## config.mk

```make
export PLATFORM = sky130hd
export DESIGN_NAME = alarm_clock_drive_controller
export DESIGN_NICKNAME = d
export VERILOG_FILES = /design/src/acdc_pkg.sv /design/src/acdc_regs.sv /design/src/acdc_ingress.sv /design/src/acdc_core.sv /design/src/alarm_clock_drive_controller.sv
export VERILOG_INCLUDE_DIRS = /design/src /design/src/src
export SDC_FILE = /design/constraint.sdc
export NUM_CORES = 1
export LEC_CHECK = 0
export ABC_CLOCK_PERIOD_IN_PS = 15500
export BUFFER_PORTS_ARGS = -buffer_cell sky130_fd_sc_hd__buf_2
export CAP_MARGIN = 20
export CELL_PAD_IN_SITES_DETAIL_PLACEMENT = 2
export CELL_PAD_IN_SITES_GLOBAL_PLACEMENT = 2
export CORE_MARGIN = 5
export CORE_UTILIZATION = 35
export CTS_CLUSTER_DIAMETER = 30
export DETAILED_ROUTE_END_ITERATION = 7
export PLACE_DENSITY = 0.87
export SYNTH_ARGS = -nofsm -noshare
export SYNTH_HDL_FRONTEND = slang
export SYNTH_SLANG_ARGS = --single-unit
export TNS_END_PERCENT = 100
```

## constraint.sdc

```tcl
create_clock -name clk -period 15.5 [get_ports clk]
set_input_delay 0.775 -clock clk [delete_from_list [all_inputs] [get_ports clk]]
set_output_delay 0.775 -clock clk [all_outputs]
set_load 0.01 [all_outputs]
```

## src/alarm_clock_drive_controller_assert.svh

```systemverilog
// ---------------------------------------------------------------------------
// Alarm clock drive controller assertion macros
// Shared concurrent check forms; each expects clk and rst_n in scope.
// ---------------------------------------------------------------------------
`ifndef ALARM_CLOCK_DRIVE_CONTROLLER_ASSERT_SVH
`define ALARM_CLOCK_DRIVE_CONTROLLER_ASSERT_SVH

// Condition holds at every edge out of reset.
`define ACDC_ASSERT_ALWAYS(lbl, cond, msg) \
  lbl: assert property (@(posedge clk) disable iff (!rst_n) (cond)) else $error(msg);

// Consequent holds in the same cycle as the antecedent.
`define ACDC_ASSERT_IMP(lbl, ante, cons, msg) \
  lbl: assert property (@(posedge clk) disable iff (!rst_n) (ante) |-> (cons)) \
    else $error(msg);

// Consequent holds in the cycle after the antecedent.
`define ACDC_ASSERT_NXT(lbl, ante, cons, msg) \
  lbl: assert property (@(posedge clk) disable iff (!rst_n) (ante) |=> (cons)) \
    else $error(msg);

`endif

```

## src/acdc_pkg.sv

```systemverilog
// ---------------------------------------------------------------------------
// Alarm clock drive controller package
// Request and result types, register map, reset values and constants.
// ---------------------------------------------------------------------------
package acdc_pkg;

  localparam int CFG_ADDR_W = 5;
  localparam int CFG_DATA_W = 32;

  typedef enum logic [2:0] {
    REG_ALARM_SEC  = 3'd0,
    REG_ALARM_MIN  = 3'd1,
    REG_ALARM_HR   = 3'd2,
    REG_ALARM_EN   = 3'd3,
    REG_TICKS_SEC  = 3'd4,
    REG_DRIVE_TCKS = 3'd5,
    REG_MIN_CM     = 3'd6,
    REG_MAX_CM     = 3'd7
  } reg_idx_t;

  // Request kinds
  localparam logic KIND_TICK = 1'b0;
  localparam logic KIND_ECHO = 1'b1;

  // cm = ((count * CM_MULT) >> CM_SHIFT) + 1, i.e. count / 58.82 + 1
  localparam logic [14:0] CM_MULT  = 15'd17827;
  localparam int          CM_SHIFT = 20;

  localparam logic [5:0] SEC_PER_MIN = 6'd60;
  localparam logic [5:0] MIN_PER_HR  = 6'd60;
  localparam logic [4:0] HR_PER_DAY  = 5'd24;

  localparam logic [5:0]  RST_ALARM_SEC  = 6'd15;
  localparam logic [5:0]  RST_ALARM_MIN  = 6'd0;
  localparam logic [4:0]  RST_ALARM_HR   = 5'd0;
  localparam logic        RST_ALARM_EN   = 1'b1;
  localparam logic [15:0] RST_TICKS_SEC  = 16'd1000;
  localparam logic [15:0] RST_DRIVE_TCKS = 16'd1000;
  localparam logic [10:0] RST_MIN_CM     = 11'd2;
  localparam logic [10:0] RST_MAX_CM     = 11'd300;

  typedef struct packed {
    logic        kind;
    logic        button;
    logic [15:0] echo_count;
  } in_item_t;

  typedef struct packed {
    logic [5:0]  seconds;
    logic [5:0]  minutes;
    logic [4:0]  hours;
    logic        run_mode;
    logic        buzzer;
    logic        drive_out;
    logic [10:0] distance_cm;
  } out_item_t;

  typedef struct packed {
    logic [5:0]  alarm_seconds;
    logic [5:0]  alarm_minutes;
    logic [4:0]  alarm_hours;
    logic        alarm_enable;
    logic [15:0] ticks_per_second;
    logic [15:0] drive_ticks;
    logic [10:0] min_cm;
    logic [10:0] max_cm;
  } cfg_t;

  // Request after the input register: echo already converted to cm
  typedef struct packed {
    logic        kind;
    logic        button;
    logic [10:0] cm;
  } stage_t;

endpackage

```

## src/acdc_regs.sv

```systemverilog
// ---------------------------------------------------------------------------
// Alarm clock drive controller configuration registers
// APB-style register file holding alarm time, tick rate and range limits.
// ---------------------------------------------------------------------------
module acdc_regs (
  input  logic                              clk,
  input  logic                              rst_n,
  input  logic                              psel,
  input  logic                              penable,
  input  logic                              pwrite,
  input  logic [acdc_pkg::CFG_ADDR_W-1:0]   paddr,
  input  logic [acdc_pkg::CFG_DATA_W-1:0]   pwdata,
  output logic [acdc_pkg::CFG_DATA_W-1:0]   prdata,
  output logic                              pready,
  output acdc_pkg::cfg_t                    cfg
);
  import acdc_pkg::*;

  cfg_t     cfg_r;
  cfg_t     cfg_nxt;
  reg_idx_t idx;
  logic     wr_en;

  assign pready = 1'b1;
  assign wr_en  = psel && penable && pwrite;
  assign idx    = reg_idx_t'(paddr[CFG_ADDR_W-1:2]);

  always_comb begin
    cfg_nxt = cfg_r;
    if (wr_en) begin
      unique case (idx)
        REG_ALARM_SEC:  cfg_nxt.alarm_seconds    = pwdata[5:0];
        REG_ALARM_MIN:  cfg_nxt.alarm_minutes    = pwdata[5:0];
        REG_ALARM_HR:   cfg_nxt.alarm_hours      = pwdata[4:0];
        REG_ALARM_EN:   cfg_nxt.alarm_enable     = pwdata[0];
        REG_TICKS_SEC:  cfg_nxt.ticks_per_second = pwdata[15:0];
        REG_DRIVE_TCKS: cfg_nxt.drive_ticks      = pwdata[15:0];
        REG_MIN_CM:     cfg_nxt.min_cm           = pwdata[10:0];
        REG_MAX_CM:     cfg_nxt.max_cm           = pwdata[10:0];
      endcase
    end
  end

  always_comb begin
    unique case (idx)
      REG_ALARM_SEC:  prdata = CFG_DATA_W'(cfg_r.alarm_seconds);
      REG_ALARM_MIN:  prdata = CFG_DATA_W'(cfg_r.alarm_minutes);
      REG_ALARM_HR:   prdata = CFG_DATA_W'(cfg_r.alarm_hours);
      REG_ALARM_EN:   prdata = CFG_DATA_W'(cfg_r.alarm_enable);
      REG_TICKS_SEC:  prdata = CFG_DATA_W'(cfg_r.ticks_per_second);
      REG_DRIVE_TCKS: prdata = CFG_DATA_W'(cfg_r.drive_ticks);
      REG_MIN_CM:     prdata = CFG_DATA_W'(cfg_r.min_cm);
      REG_MAX_CM:     prdata = CFG_DATA_W'(cfg_r.max_cm);
    endcase
  end

  always_ff @(posedge clk) begin
    if (!rst_n) begin
      cfg_r.alarm_seconds    <= RST_ALARM_SEC;
      cfg_r.alarm_minutes    <= RST_ALARM_MIN;
      cfg_r.alarm_hours      <= RST_ALARM_HR;
      cfg_r.alarm_enable     <= RST_ALARM_EN;
      cfg_r.ticks_per_second <= RST_TICKS_SEC;
      cfg_r.drive_ticks      <= RST_DRIVE_TCKS;
      cfg_r.min_cm           <= RST_MIN_CM;
      cfg_r.max_cm           <= RST_MAX_CM;
    end else begin
      cfg_r <= cfg_nxt;
    end
  end

  assign cfg = cfg_r;

endmodule

```

## src/acdc_ingress.sv

```systemverilog
// ---------------------------------------------------------------------------
// Alarm clock drive controller input stage
// Input register; converts the echo count to centimetres on the way in.
// ---------------------------------------------------------------------------
module acdc_ingress (
  input  logic                 clk,
  input  logic                 rst_n,
  input  logic                 in_valid,
  output logic                 in_ready,
  input  acdc_pkg::in_item_t   in_data,
  input  logic                 core_ready,
  output logic                 s1_valid,
  output acdc_pkg::stage_t     s1_item
);
  import acdc_pkg::*;

  logic        s1_valid_r;
  logic        s1_valid_nxt;
  stage_t      s1_item_r;
  stage_t      s1_item_nxt;
  logic        load;
  logic [30:0] product;

  // Hold the staged request until the core takes it
  assign in_ready = !s1_valid_r || core_ready;
  assign load     = in_valid && in_ready;

  assign product = 31'(in_data.echo_count) * 31'(CM_MULT);

  always_comb begin
    s1_item_nxt.kind   = in_data.kind;
    s1_item_nxt.button = in_data.button;
    s1_item_nxt.cm     = product[CM_SHIFT+10:CM_SHIFT] + 11'd1;
  end

  always_comb begin
    if (load) begin
      s1_valid_nxt = 1'b1;
    end else if (core_ready) begin
      s1_valid_nxt = 1'b0;
    end else begin
      s1_valid_nxt = s1_valid_r;
    end
  end

  always_ff @(posedge clk) begin
    if (!rst_n) begin
      s1_valid_r <= 1'b0;
    end else begin
      s1_valid_r <= s1_valid_nxt;
    end
  end

  always_ff @(posedge clk) begin
    if (load) begin
      s1_item_r <= s1_item_nxt;
    end
  end

  assign s1_valid = s1_valid_r;
  assign s1_item  = s1_item_r;

endmodule

```

## src/acdc_core.sv

```systemverilog
// ---------------------------------------------------------------------------
// Alarm clock drive controller core
// Clock, alarm and drive state update with the result register.
// ---------------------------------------------------------------------------
`include "alarm_clock_drive_controller_assert.svh"

module acdc_core (
  input  logic                 clk,
  input  logic                 rst_n,
  input  acdc_pkg::cfg_t       cfg,
  input  logic                 s1_valid,
  input  acdc_pkg::stage_t     s1_item,
  output logic                 core_ready,
  output logic                 out_valid,
  input  logic                 out_ready,
  output acdc_pkg::out_item_t  out_data
);
  import acdc_pkg::*;

  logic [15:0] tick_r, tick_nxt;
  logic [5:0]  sec_r, sec_nxt;
  logic [5:0]  min_r, min_nxt;
  logic [4:0]  hour_r, hour_nxt;
  logic        mode_r, mode_nxt;
  logic        buzz_r, buzz_nxt;
  logic        drive_r, drive_nxt;
  logic [15:0] cntdn_r, cntdn_nxt;
  logic [10:0] last_cm_r, last_cm_nxt;
  logic        out_valid_r, out_valid_nxt;
  out_item_t   out_data_r, out_data_nxt;

  logic        advance;
  logic [15:0] tick_inc;
  logic [5:0]  sec_inc;
  logic [5:0]  min_inc;
  logic [4:0]  hour_inc;

  assign core_ready = !out_valid_r || out_ready;
  assign advance    = s1_valid && core_ready;

  assign tick_inc = tick_r + 16'd1;
  assign sec_inc  = sec_r + 6'd1;
  assign min_inc  = min_r + 6'd1;
  assign hour_inc = hour_r + 5'd1;

  always_comb begin
    tick_nxt    = tick_r;
    sec_nxt     = sec_r;
    min_nxt     = min_r;
    hour_nxt    = hour_r;
    mode_nxt    = mode_r;
    buzz_nxt    = buzz_r;
    drive_nxt   = drive_r;
    cntdn_nxt   = cntdn_r;
    last_cm_nxt = last_cm_r;

    if (s1_item.kind == KIND_TICK) begin
      tick_nxt = tick_inc;
      if (tick_inc >= cfg.ticks_per_second) begin
        tick_nxt = 16'd0;
        // Advance hh:mm:ss with carries
        if (sec_inc >= SEC_PER_MIN) begin
          sec_nxt = 6'd0;
          if (min_inc >= MIN_PER_HR) begin
            min_nxt = 6'd0;
            hour_nxt = (hour_inc >= HR_PER_DAY) ? 5'd0 : hour_inc;
          end else begin
            min_nxt = min_inc;
          end
        end else begin
          sec_nxt = sec_inc;
        end
        if (cfg.alarm_enable && (sec_nxt == cfg.alarm_seconds) &&
            (min_nxt == cfg.alarm_minutes) && (hour_nxt == cfg.alarm_hours)) begin
          mode_nxt = 1'b1;
          buzz_nxt = 1'b1;
        end
      end
      if (cntdn_r != 16'd0) begin
        cntdn_nxt = cntdn_r - 16'd1;
      end
      // Button wins over an alarm match on the same tick
      if (s1_item.button) begin
        mode_nxt = 1'b0;
        buzz_nxt = 1'b0;
      end
    end else if (!drive_r || (cntdn_r == 16'd0)) begin
      if (mode_r) begin
        last_cm_nxt = s1_item.cm;
        if ((s1_item.cm >= cfg.min_cm) && (s1_item.cm <= cfg.max_cm)) begin
          cntdn_nxt = cfg.drive_ticks;
          drive_nxt = 1'b1;
        end else begin
          drive_nxt = 1'b0;
        end
      end else begin
        drive_nxt = 1'b0;
      end
    end
  end

  always_comb begin
    out_data_nxt.seconds     = sec_nxt;
    out_data_nxt.minutes     = min_nxt;
    out_data_nxt.hours       = hour_nxt;
    out_data_nxt.run_mode    = mode_nxt;
    out_data_nxt.buzzer      = buzz_nxt;
    out_data_nxt.drive_out   = drive_nxt;
    out_data_nxt.distance_cm = last_cm_nxt;
  end

  always_comb begin
    if (advance) begin
      out_valid_nxt = 1'b1;
    end else if (out_ready) begin
      out_valid_nxt = 1'b0;
    end else begin
      out_valid_nxt = out_valid_r;
    end
  end

  always_ff @(posedge clk) begin
    if (!rst_n) begin
      tick_r      <= 16'd0;
      sec_r       <= 6'd0;
      min_r       <= 6'd0;
      hour_r      <= 5'd0;
      mode_r      <= 1'b0;
      buzz_r      <= 1'b0;
      drive_r     <= 1'b0;
      cntdn_r     <= 16'd0;
      last_cm_r   <= 11'd0;
      out_valid_r <= 1'b0;
    end else begin
      out_valid_r <= out_valid_nxt;
      if (advance) begin
        tick_r    <= tick_nxt;
        sec_r     <= sec_nxt;
        min_r     <= min_nxt;
        hour_r    <= hour_nxt;
        mode_r    <= mode_nxt;
        buzz_r    <= buzz_nxt;
        drive_r   <= drive_nxt;
        cntdn_r   <= cntdn_nxt;
        last_cm_r <= last_cm_nxt;
      end
    end
  end

  always_ff @(posedge clk) begin
    if (advance) begin
      out_data_r <= out_data_nxt;
    end
  end

  assign out_valid = out_valid_r;
  assign out_data  = out_data_r;

  `ACDC_ASSERT_ALWAYS(a_time_range, (sec_r < SEC_PER_MIN) && (min_r < MIN_PER_HR) && (hour_r < HR_PER_DAY), "clock field out of range")
  `ACDC_ASSERT_ALWAYS(a_buzz_mode, buzz_r == mode_r, "buzzer and drive mode disagree")
  `ACDC_ASSERT_NXT(a_cntdn_dec, advance && (s1_item.kind == KIND_TICK) && (cntdn_r != 16'd0), cntdn_r == $past(cntdn_r) - 16'd1, "countdown did not step down on a tick")
  `ACDC_ASSERT_NXT(a_out_load, advance, out_valid_r && (out_data_r.seconds == sec_r) && (out_data_r.drive_out == drive_r), "result does not show the updated state")
  `ACDC_ASSERT_IMP(a_no_drop, out_valid_r && !out_ready, !advance, "pending result overwritten")

endmodule

```

## src/alarm_clock_drive_controller.sv

```systemverilog
// Alarm clock drive controller. Each request is a millisecond tick or an
// ultrasonic echo count and yields exactly one result showing the clock,
// alarm and drive state after it. One request is accepted per cycle while
// in_ready is high; a result passes the input register, then the state update
// into the result register, before it appears in out_data; the input side keeps
// accepting while a result waits on out_ready until both registers are full.
// The echo-to-centimetre multiply sits ahead of the input register, the state
// update behind it. Configuration is written through the APB-style port at
// byte address 4*index and should only change while no request is in flight.
// ---------------------------------------------------------------------------
// Alarm clock drive controller top level
// Ties the configuration registers, input stage and state core together.
// ---------------------------------------------------------------------------
module alarm_clock_drive_controller (
  input  logic                              clk,
  input  logic                              rst_n,
  input  logic                              in_valid,
  output logic                              in_ready,
  input  acdc_pkg::in_item_t                in_data,
  output logic                              out_valid,
  input  logic                              out_ready,
  output acdc_pkg::out_item_t               out_data,
  input  logic                              psel,
  input  logic                              penable,
  input  logic                              pwrite,
  input  logic [acdc_pkg::CFG_ADDR_W-1:0]   paddr,
  input  logic [acdc_pkg::CFG_DATA_W-1:0]   pwdata,
  output logic [acdc_pkg::CFG_DATA_W-1:0]   prdata,
  output logic                              pready
);
  import acdc_pkg::*;

  cfg_t   cfg;
  stage_t s1_item;
  logic   s1_valid;
  logic   core_ready;

  acdc_regs u_regs (
    .clk     (clk),
    .rst_n   (rst_n),
    .psel    (psel),
    .penable (penable),
    .pwrite  (pwrite),
    .paddr   (paddr),
    .pwdata  (pwdata),
    .prdata  (prdata),
    .pready  (pready),
    .cfg     (cfg)
  );

  acdc_ingress u_ingress (
    .clk        (clk),
    .rst_n      (rst_n),
    .in_valid   (in_valid),
    .in_ready   (in_ready),
    .in_data    (in_data),
    .core_ready (core_ready),
    .s1_valid   (s1_valid),
    .s1_item    (s1_item)
  );

  acdc_core u_core (
    .clk        (clk),
    .rst_n      (rst_n),
    .cfg        (cfg),
    .s1_valid   (s1_valid),
    .s1_item    (s1_item),
    .core_ready (core_ready),
    .out_valid  (out_valid),
    .out_ready  (out_ready),
    .out_data   (out_data)
  );

endmodule
```

== After elaboration in Yosys (flattened, before gate mapping) ==
Cells that the tools add are included.

* Multipliers: 1
* $lt $le $gt $ge: 6
* Reduce and logical (&&, ||, !) cells: 30
* Equal/unequal tests: 13
* Bitwise logic cells: 1
* Add/sub/neg operators: 6
* Multiplexer cells: 44

{| class="wikitable"
|+ Operator list
! operator !! count
|-
| 32-bit one-hot mux with 8 select lines || 1
|-
| 16-bit two-way mux || 6
|-
| 6-bit two-way mux || 11
|-
| 5-bit two-way mux || 7
|-
| 11-bit two-way mux || 3
|-
| 16-bit by 15-bit multiplier with 31-bit output, second input constant || 1
|-
| 2-bit AND reduction || 9
|-
| 16-bit by 1-bit adder with 16-bit output, second input constant || 1
|-
| 16-bit greater-or-equal comparator || 1
|-
| 16-bit logical NOT || 1
|-
| 1-bit two-way mux || 16
|-
| 16-bit nonzero test || 1
|-
| 16-bit by 1-bit subtractor with 16-bit output, second input constant || 1
|-
| 6-bit by 1-bit adder with 6-bit output, second input constant || 2
|-
| 3-bit == test, second input constant || 4
|-
| 6-bit == test || 2
|-
| 6-bit greater-or-equal comparator, second input constant || 2
|-
| 11-bit by 1-bit adder with 11-bit output, second input constant || 1
|-
| 11-bit greater-or-equal comparator || 1
|-
| 11-bit less-or-equal comparator || 1
|-
| 1-bit logical AND || 8
|-
| 3-bit by 2-bit == test with 1-bit output, second input constant || 2
|-
| 2-bit by 1-bit inequality test with 1-bit output, second input constant || 3
|-
| 2-bit nonzero test || 3
|-
| other kinds (9) || 13
|}

* Output and inout bits: 66
* Input bits: 62
* Word-level logic and storage cells: 130
* Register bits after elaboration: 181

== Logic depth before layout (Yosys ltp) ==
* Depth in word-level cells: 13
* Mapped depth: 24
* Gate-level depth less buffers: 24

== Hierarchy ==
From an unflattened synthesis, not the netlist that was laid out.

* Cell total of the unflattened synthesis: 1676
* Area, all modules: 14896.8 µm²

{| class="wikitable"
|+ Modules (own cells, without submodules)
! module !! cells each !! area each (µm²) !! times used !! sequential area each (µm²)
|-
| acdc_core || 829 || 6859.1 || 1 || 2212.1
|-
| acdc_ingress || 468 || 4598.2 || 1 || 410.4
|-
| acdc_regs || 379 || 3439.5 || 1 || 1441.4
|}

== Worst setup path after synthesis ==
OpenSTA, ideal clock, no wires.

* Path kind: input to register
* Start: input in_data[10] (netlist name)
* End: register u_ingress.s1_item_r (netlist bit u_ingress.s1_item[10]) (data pin)
* Library setup time: 0.266 ns
* Stages on the path: 20
* Data required time: 15.234 ns
* Path slack: 9.496 ns
* Arrival: 5.738 ns
* Buffers on the path: 0
* Cells stage by stage: ha_1 -> ha_1 -> inv_1 -> fa_1 -> fa_1 -> inv_1 -> fa_1 -> inv_1 -> fa_1 -> inv_1 -> ha_1 -> nand3_1 -> a211oi_1 -> nor3_1 -> a2111oi_0 -> nor2_1 -> xnor2_1 -> a41oi_1 -> a311oi_1 -> nand3_1

{| class="wikitable"
|+ RTL lines
! element !! RTL line !! source
|-
| start: declaration || alarm_clock_drive_controller.sv:19 || <nowiki>input acdc_pkg::in_item_t in_data,</nowiki>
|-
| end signal: assignment || acdc_ingress.sv:56 || <nowiki>s1_item_r <= s1_item_nxt;</nowiki>
|-
| end: declaration || acdc_ingress.sv:19 || <nowiki>stage_t s1_item_r;</nowiki>
|}

==> results_dict.tcl <==
set metrics [dict create \
    status "completed" \
    r2r_end "u_core.out_data[13]$_DFFE_PP_" \
    clock-root-buffer "clkbuf_16" \
    place_ws_ns 8.21 \
    ys_ff_latch 181 \
    p_leak_uw 0.00672 \
    drc 0 \
    start_util_pct 35.5 \
    antenna_found_initial 0 \
    yosysSeqAreaShare_pct 28.7 \
    die_y_um 211 \
    slew_viol_final 0 \
    critPathMaxFanout 6 \
    diodes 0 \
    hpwl_um 38300 \
    cp_num_buf_inv 5 \
    cts.sinks 181 \
    worst_pin_slew_ns 1.11 \
    grt.overflow.total 0 \
    grt_max_degree 61 \
    cp_slowest_stage_delay_ns 0.82 \
    rows 73 \
    pwr-share-seq_pct 25.3 \
    ios 128 \
    r2r_start "u_core.tick_r[0]$_SDFFE_PN0P_" \
    drive_gt1_share_pct 11.2 \
    crit_path_top_delay_cell "a2111oi_0" \
    combPwrFrac_pct 55.1 \
    wl_per_cell_um 22.7 \
    rsz0062_at_grt "false" \
    die-width_um 211 \
    crit_required_ns 15.68 \
    synth.avg_cell_area_um2 8.61 \
    synthArstFlopShare_pct 0 \
    vias 12561 \
    clockPowerShare_pct 19.6 \
    clkLatencyLatePin_ns 0.45 \
    peakVddDrop_mv 0.0725 \
    setup_slack_ns 8.79 \
    io_buffers 92 \
    path_cells "buf_2 -> ha_1 -> ha_1 -> inv_1 -> fa_1 -> fa_1 -> inv_1 -> fa_1 -> inv_1 -> fa_1 -> inv_1 -> ha_1 -> nand3_1 -> nor3_1 -> nor3_1 -> a2111oi_0 -> nor2_1 -> xnor2_1 -> a41oi_1 -> a311oi_1 -> nand3_1" \
    fin_tns_setup_ns 0 \
    start_kind "primary input" \
    worstPathArrival_ns 6.89 \
    grt_util_all_layers_pct 22.4 \
    relSlewSlack_pct 25.6 \
    postCtsSetupBuffers 0 \
    finalCritPeriodShare_pct 43.3 \
    drt_wl_total_um 50500 \
    r2r_cells 16 \
    avgViaCountPerCell 5.65 \
    internal_power_uw 1230 \
    r2r_slack_ns 9.73 \
    switching_power_uw 1040 \
    htreeDepth 4 \
    final_antenna_net_count 0 \
    fin_skew_ns 0.00959 \
    drtIter0Drc 587 \
    fmax_ghz 0.149 \
    core_area_um2 39800 \
    clk_pin_slew_ns 0.08 \
    synth_area_um2 14100 \
    area_delta_synth_final_pct 9.95 \
    synth_ff_type "dfxtp_1" \
    place_congestion 0.859 \
    fp.dieArea_um2 44500 \
    postCtsHoldBufs 0 \
    yosysWarnings 0 \
    synth_edf_count 44 \
    grt_pass1_vias 14288 \
    cts_tree "done" \
    synth_cells 1641 \
    sw_frac_of_total_pct 45.8 \
    max-cap-violations 0 \
    hold-path-endpoint "u_core.last_cm_r[3]$_SDFFE_PN0P_" \
    powerDensity_nw_per_um2 146 \
    holdPathStages 2 \
    fin_crit_ns 6.71 \
    cts_resized 0 \
    worstSetupPathType "in -> reg" \
    hold_class "reg -> reg" \
    hold_viol 0 \
    finalSetupViolCount 0 \
    cts_inserted_buffers 17 \
    endpoint_kind "flop" \
    hold_start "u_core.last_cm_r[3]$_SDFFE_PN0P_" \
    nets 1972 \
    firstDrtPassIters 4 \
    grt_pass1_wl_um 79000 \
    crit_family "adder cells" \
    clock_path_buffers 2 \
    post_synth_num_cell_types 83 \
]
==> stage by stage <==
step                      utilization [%]  total power (uW)  hold WS, ns  std cells  area [um^2]
after global routing                 39.0              2440        0.498       2225        15500
after detailed placement             37.5              1830        0.459       2191        14900
after floorplan                         -              1460        0.429       1656        14200
after CTS                            39.0              2290        0.470       2223        15500
final                                39.0              2270        0.465       2225        15500
after global placement               37.5              1710        0.439       2191        14900
==> worst max path at each step <==
stage                                      end  slack, ns        start  depth (start not counted)
2_1_floorplan  u_ingress.s1_item[10]$_DFFE_PP_       9.50  in_data[10]                         20
3_3_place_gp   u_ingress.s1_item[10]$_DFFE_PP_       8.50  in_data[10]                         21
3_5_place_dp   u_ingress.s1_item[10]$_DFFE_PP_       8.21  in_data[10]                         21
4_1_cts        u_ingress.s1_item[10]$_DFFE_PP_       8.67  in_data[10]                         21
5_1_grt        u_ingress.s1_item[10]$_DFFE_PP_       8.43  in_data[10]                         21
6_report       u_ingress.s1_item[10]$_DFFE_PP_       8.79  in_data[10]                         21
==> flip-flops by register name, summed over array words and instances, names as in the netlist, 6 cells and up <==
register,count
u_regs.cfg,72
u_core.out_data,31
u_core.cntdn_r,16
u_core.tick_r,16
u_ingress.s1_item,13
u_core.last_cm_r,11
u_core.min_r,6
u_core.sec_r,6
==> worst register-to-register path, cell delays in order (launching register included) <==
cell	delay [ns]
dfxtp_1	0.46
ha_1	0.29
and3_1	0.27
and3_1	0.26
and3_1	0.29
and3_1	0.27
and3_1	0.30
nand3_1	0.12
xnor2_1	0.17
ha_1	0.32
a21o_1	0.12
a21oi_1	0.12
a21oi_1	0.82
nand2_1	0.51
a2111oi_0	0.73
nand4_1	0.25
a21oi_1	0.29
==> layer usage <==
metal,routed length [um],up-vias,GRT usage [%]
met5,0,-,0
met4,1490,0,7.80
met3,1420,85,2.12
met2,27700,251,44.0
met1,19900,6421,24.8
li1,-,5804,-
==> power groups by stage <==
stage	Clock (uW)	Sequential, uW	Combinational, uW
5_1_grt	468	577	1400
3_3_place_gp	0	581	1130
3_5_place_dp	0	584	1240
4_1_cts	453	573	1260
6_report	445	573	1250
2_1_floorplan	0	569	888
==> layout make-up <==
cell class / count / area, um^2
Inverter: 155 / 583
Fill cell: 4483 / 24300
Timing Repair Buffer: 104 / 552
Multi-Input combinational cell: 1228 / 9100
Clock buffer: 20 / 479
Tap cell: 525 / 657
Clock inverter: 12 / 103
Sequential cell: 181 / 4060
==> cell usage in the layout (no fill, tap or decap), drive strengths merged, types with 10 or more instances in the layout <==
cell / count
nor2b: 13
o21ai: 77
buf: 104
o211ai: 19
nor2: 129
fa: 54
a21oi: 126
clkbuf: 20
edfxtp: 44
nand3: 48
xnor2: 17
a21o: 13
and2: 16
nor3: 29
ha: 169
nand2: 188
and3: 15
xor2: 22
a31oi: 10
mux2: 20
conb: 17
dfxtp: 137
nand3b: 17
or3: 10
nand2b: 23
nand4: 21
o31ai: 21
mux2i: 38
inv: 164
==> cells in the mapped netlist, types with 4 or more instances <==
cell type | instances | share of area, %
a211oi_1 | 8 | 0.42
a21o_1 | 13 | 0.69
a21oi_1 | 126 | 4.5
a221oi_1 | 6 | 0.37
a31oi_1 | 10 | 0.44
and2_1 | 16 | 0.71
and3_1 | 13 | 0.58
buf_2 | 6 | 0.21
buf_4 | 17 | 0.90
buf_6 | 4 | 0.32
clkbuf_1 | 60 | 1.6
dfxtp_1 | 137 | 19
edfxtp_1 | 44 | 9.3
fa_1 | 54 | 7.6
ha_1 | 169 | 15
inv_1 | 154 | 4.1
mux2_2 | 20 | 1.6
mux2i_1 | 38 | 2.7
mux4_2 | 6 | 0.96
nand2_1 | 186 | 4.9
nand2b_1 | 23 | 1.0
nand3_1 | 48 | 1.7
nand3b_1 | 17 | 0.90
nand4_1 | 21 | 0.93
nor2_1 | 129 | 3.4
nor2b_1 | 13 | 0.58
nor3_1 | 26 | 0.92
nor4_1 | 6 | 0.27
nor4b_1 | 4 | 0.25
o211ai_1 | 19 | 1.0
o21a_1 | 8 | 0.42
o21ai_0 | 76 | 2.7
o221ai_1 | 4 | 0.25
o311ai_0 | 4 | 0.25
o31ai_1 | 21 | 1.1
or2_2 | 6 | 0.27
or3_1 | 10 | 0.44
or4_1 | 4 | 0.21
xnor2_1 | 17 | 1.1
xor2_1 | 22 | 1.4
==> cell families (layout without fill, tap and decap cells) <==
kind of cell	Yosys count	in the layout	synth area share, %
AO/OA/AOI/OAI	348	348	15.5
XOR/XNOR	39	39	2.42
adder cells (fa/ha/maj)	223	223	22.6
buffers and inverters	247	291	7.33
flip-flops	181	181	28.7
multiplexers	64	64	5.24
other	2	17	0.0531
AND/OR/NAND/NOR	537	537	18.2
(Power assumes the default switching activity.)
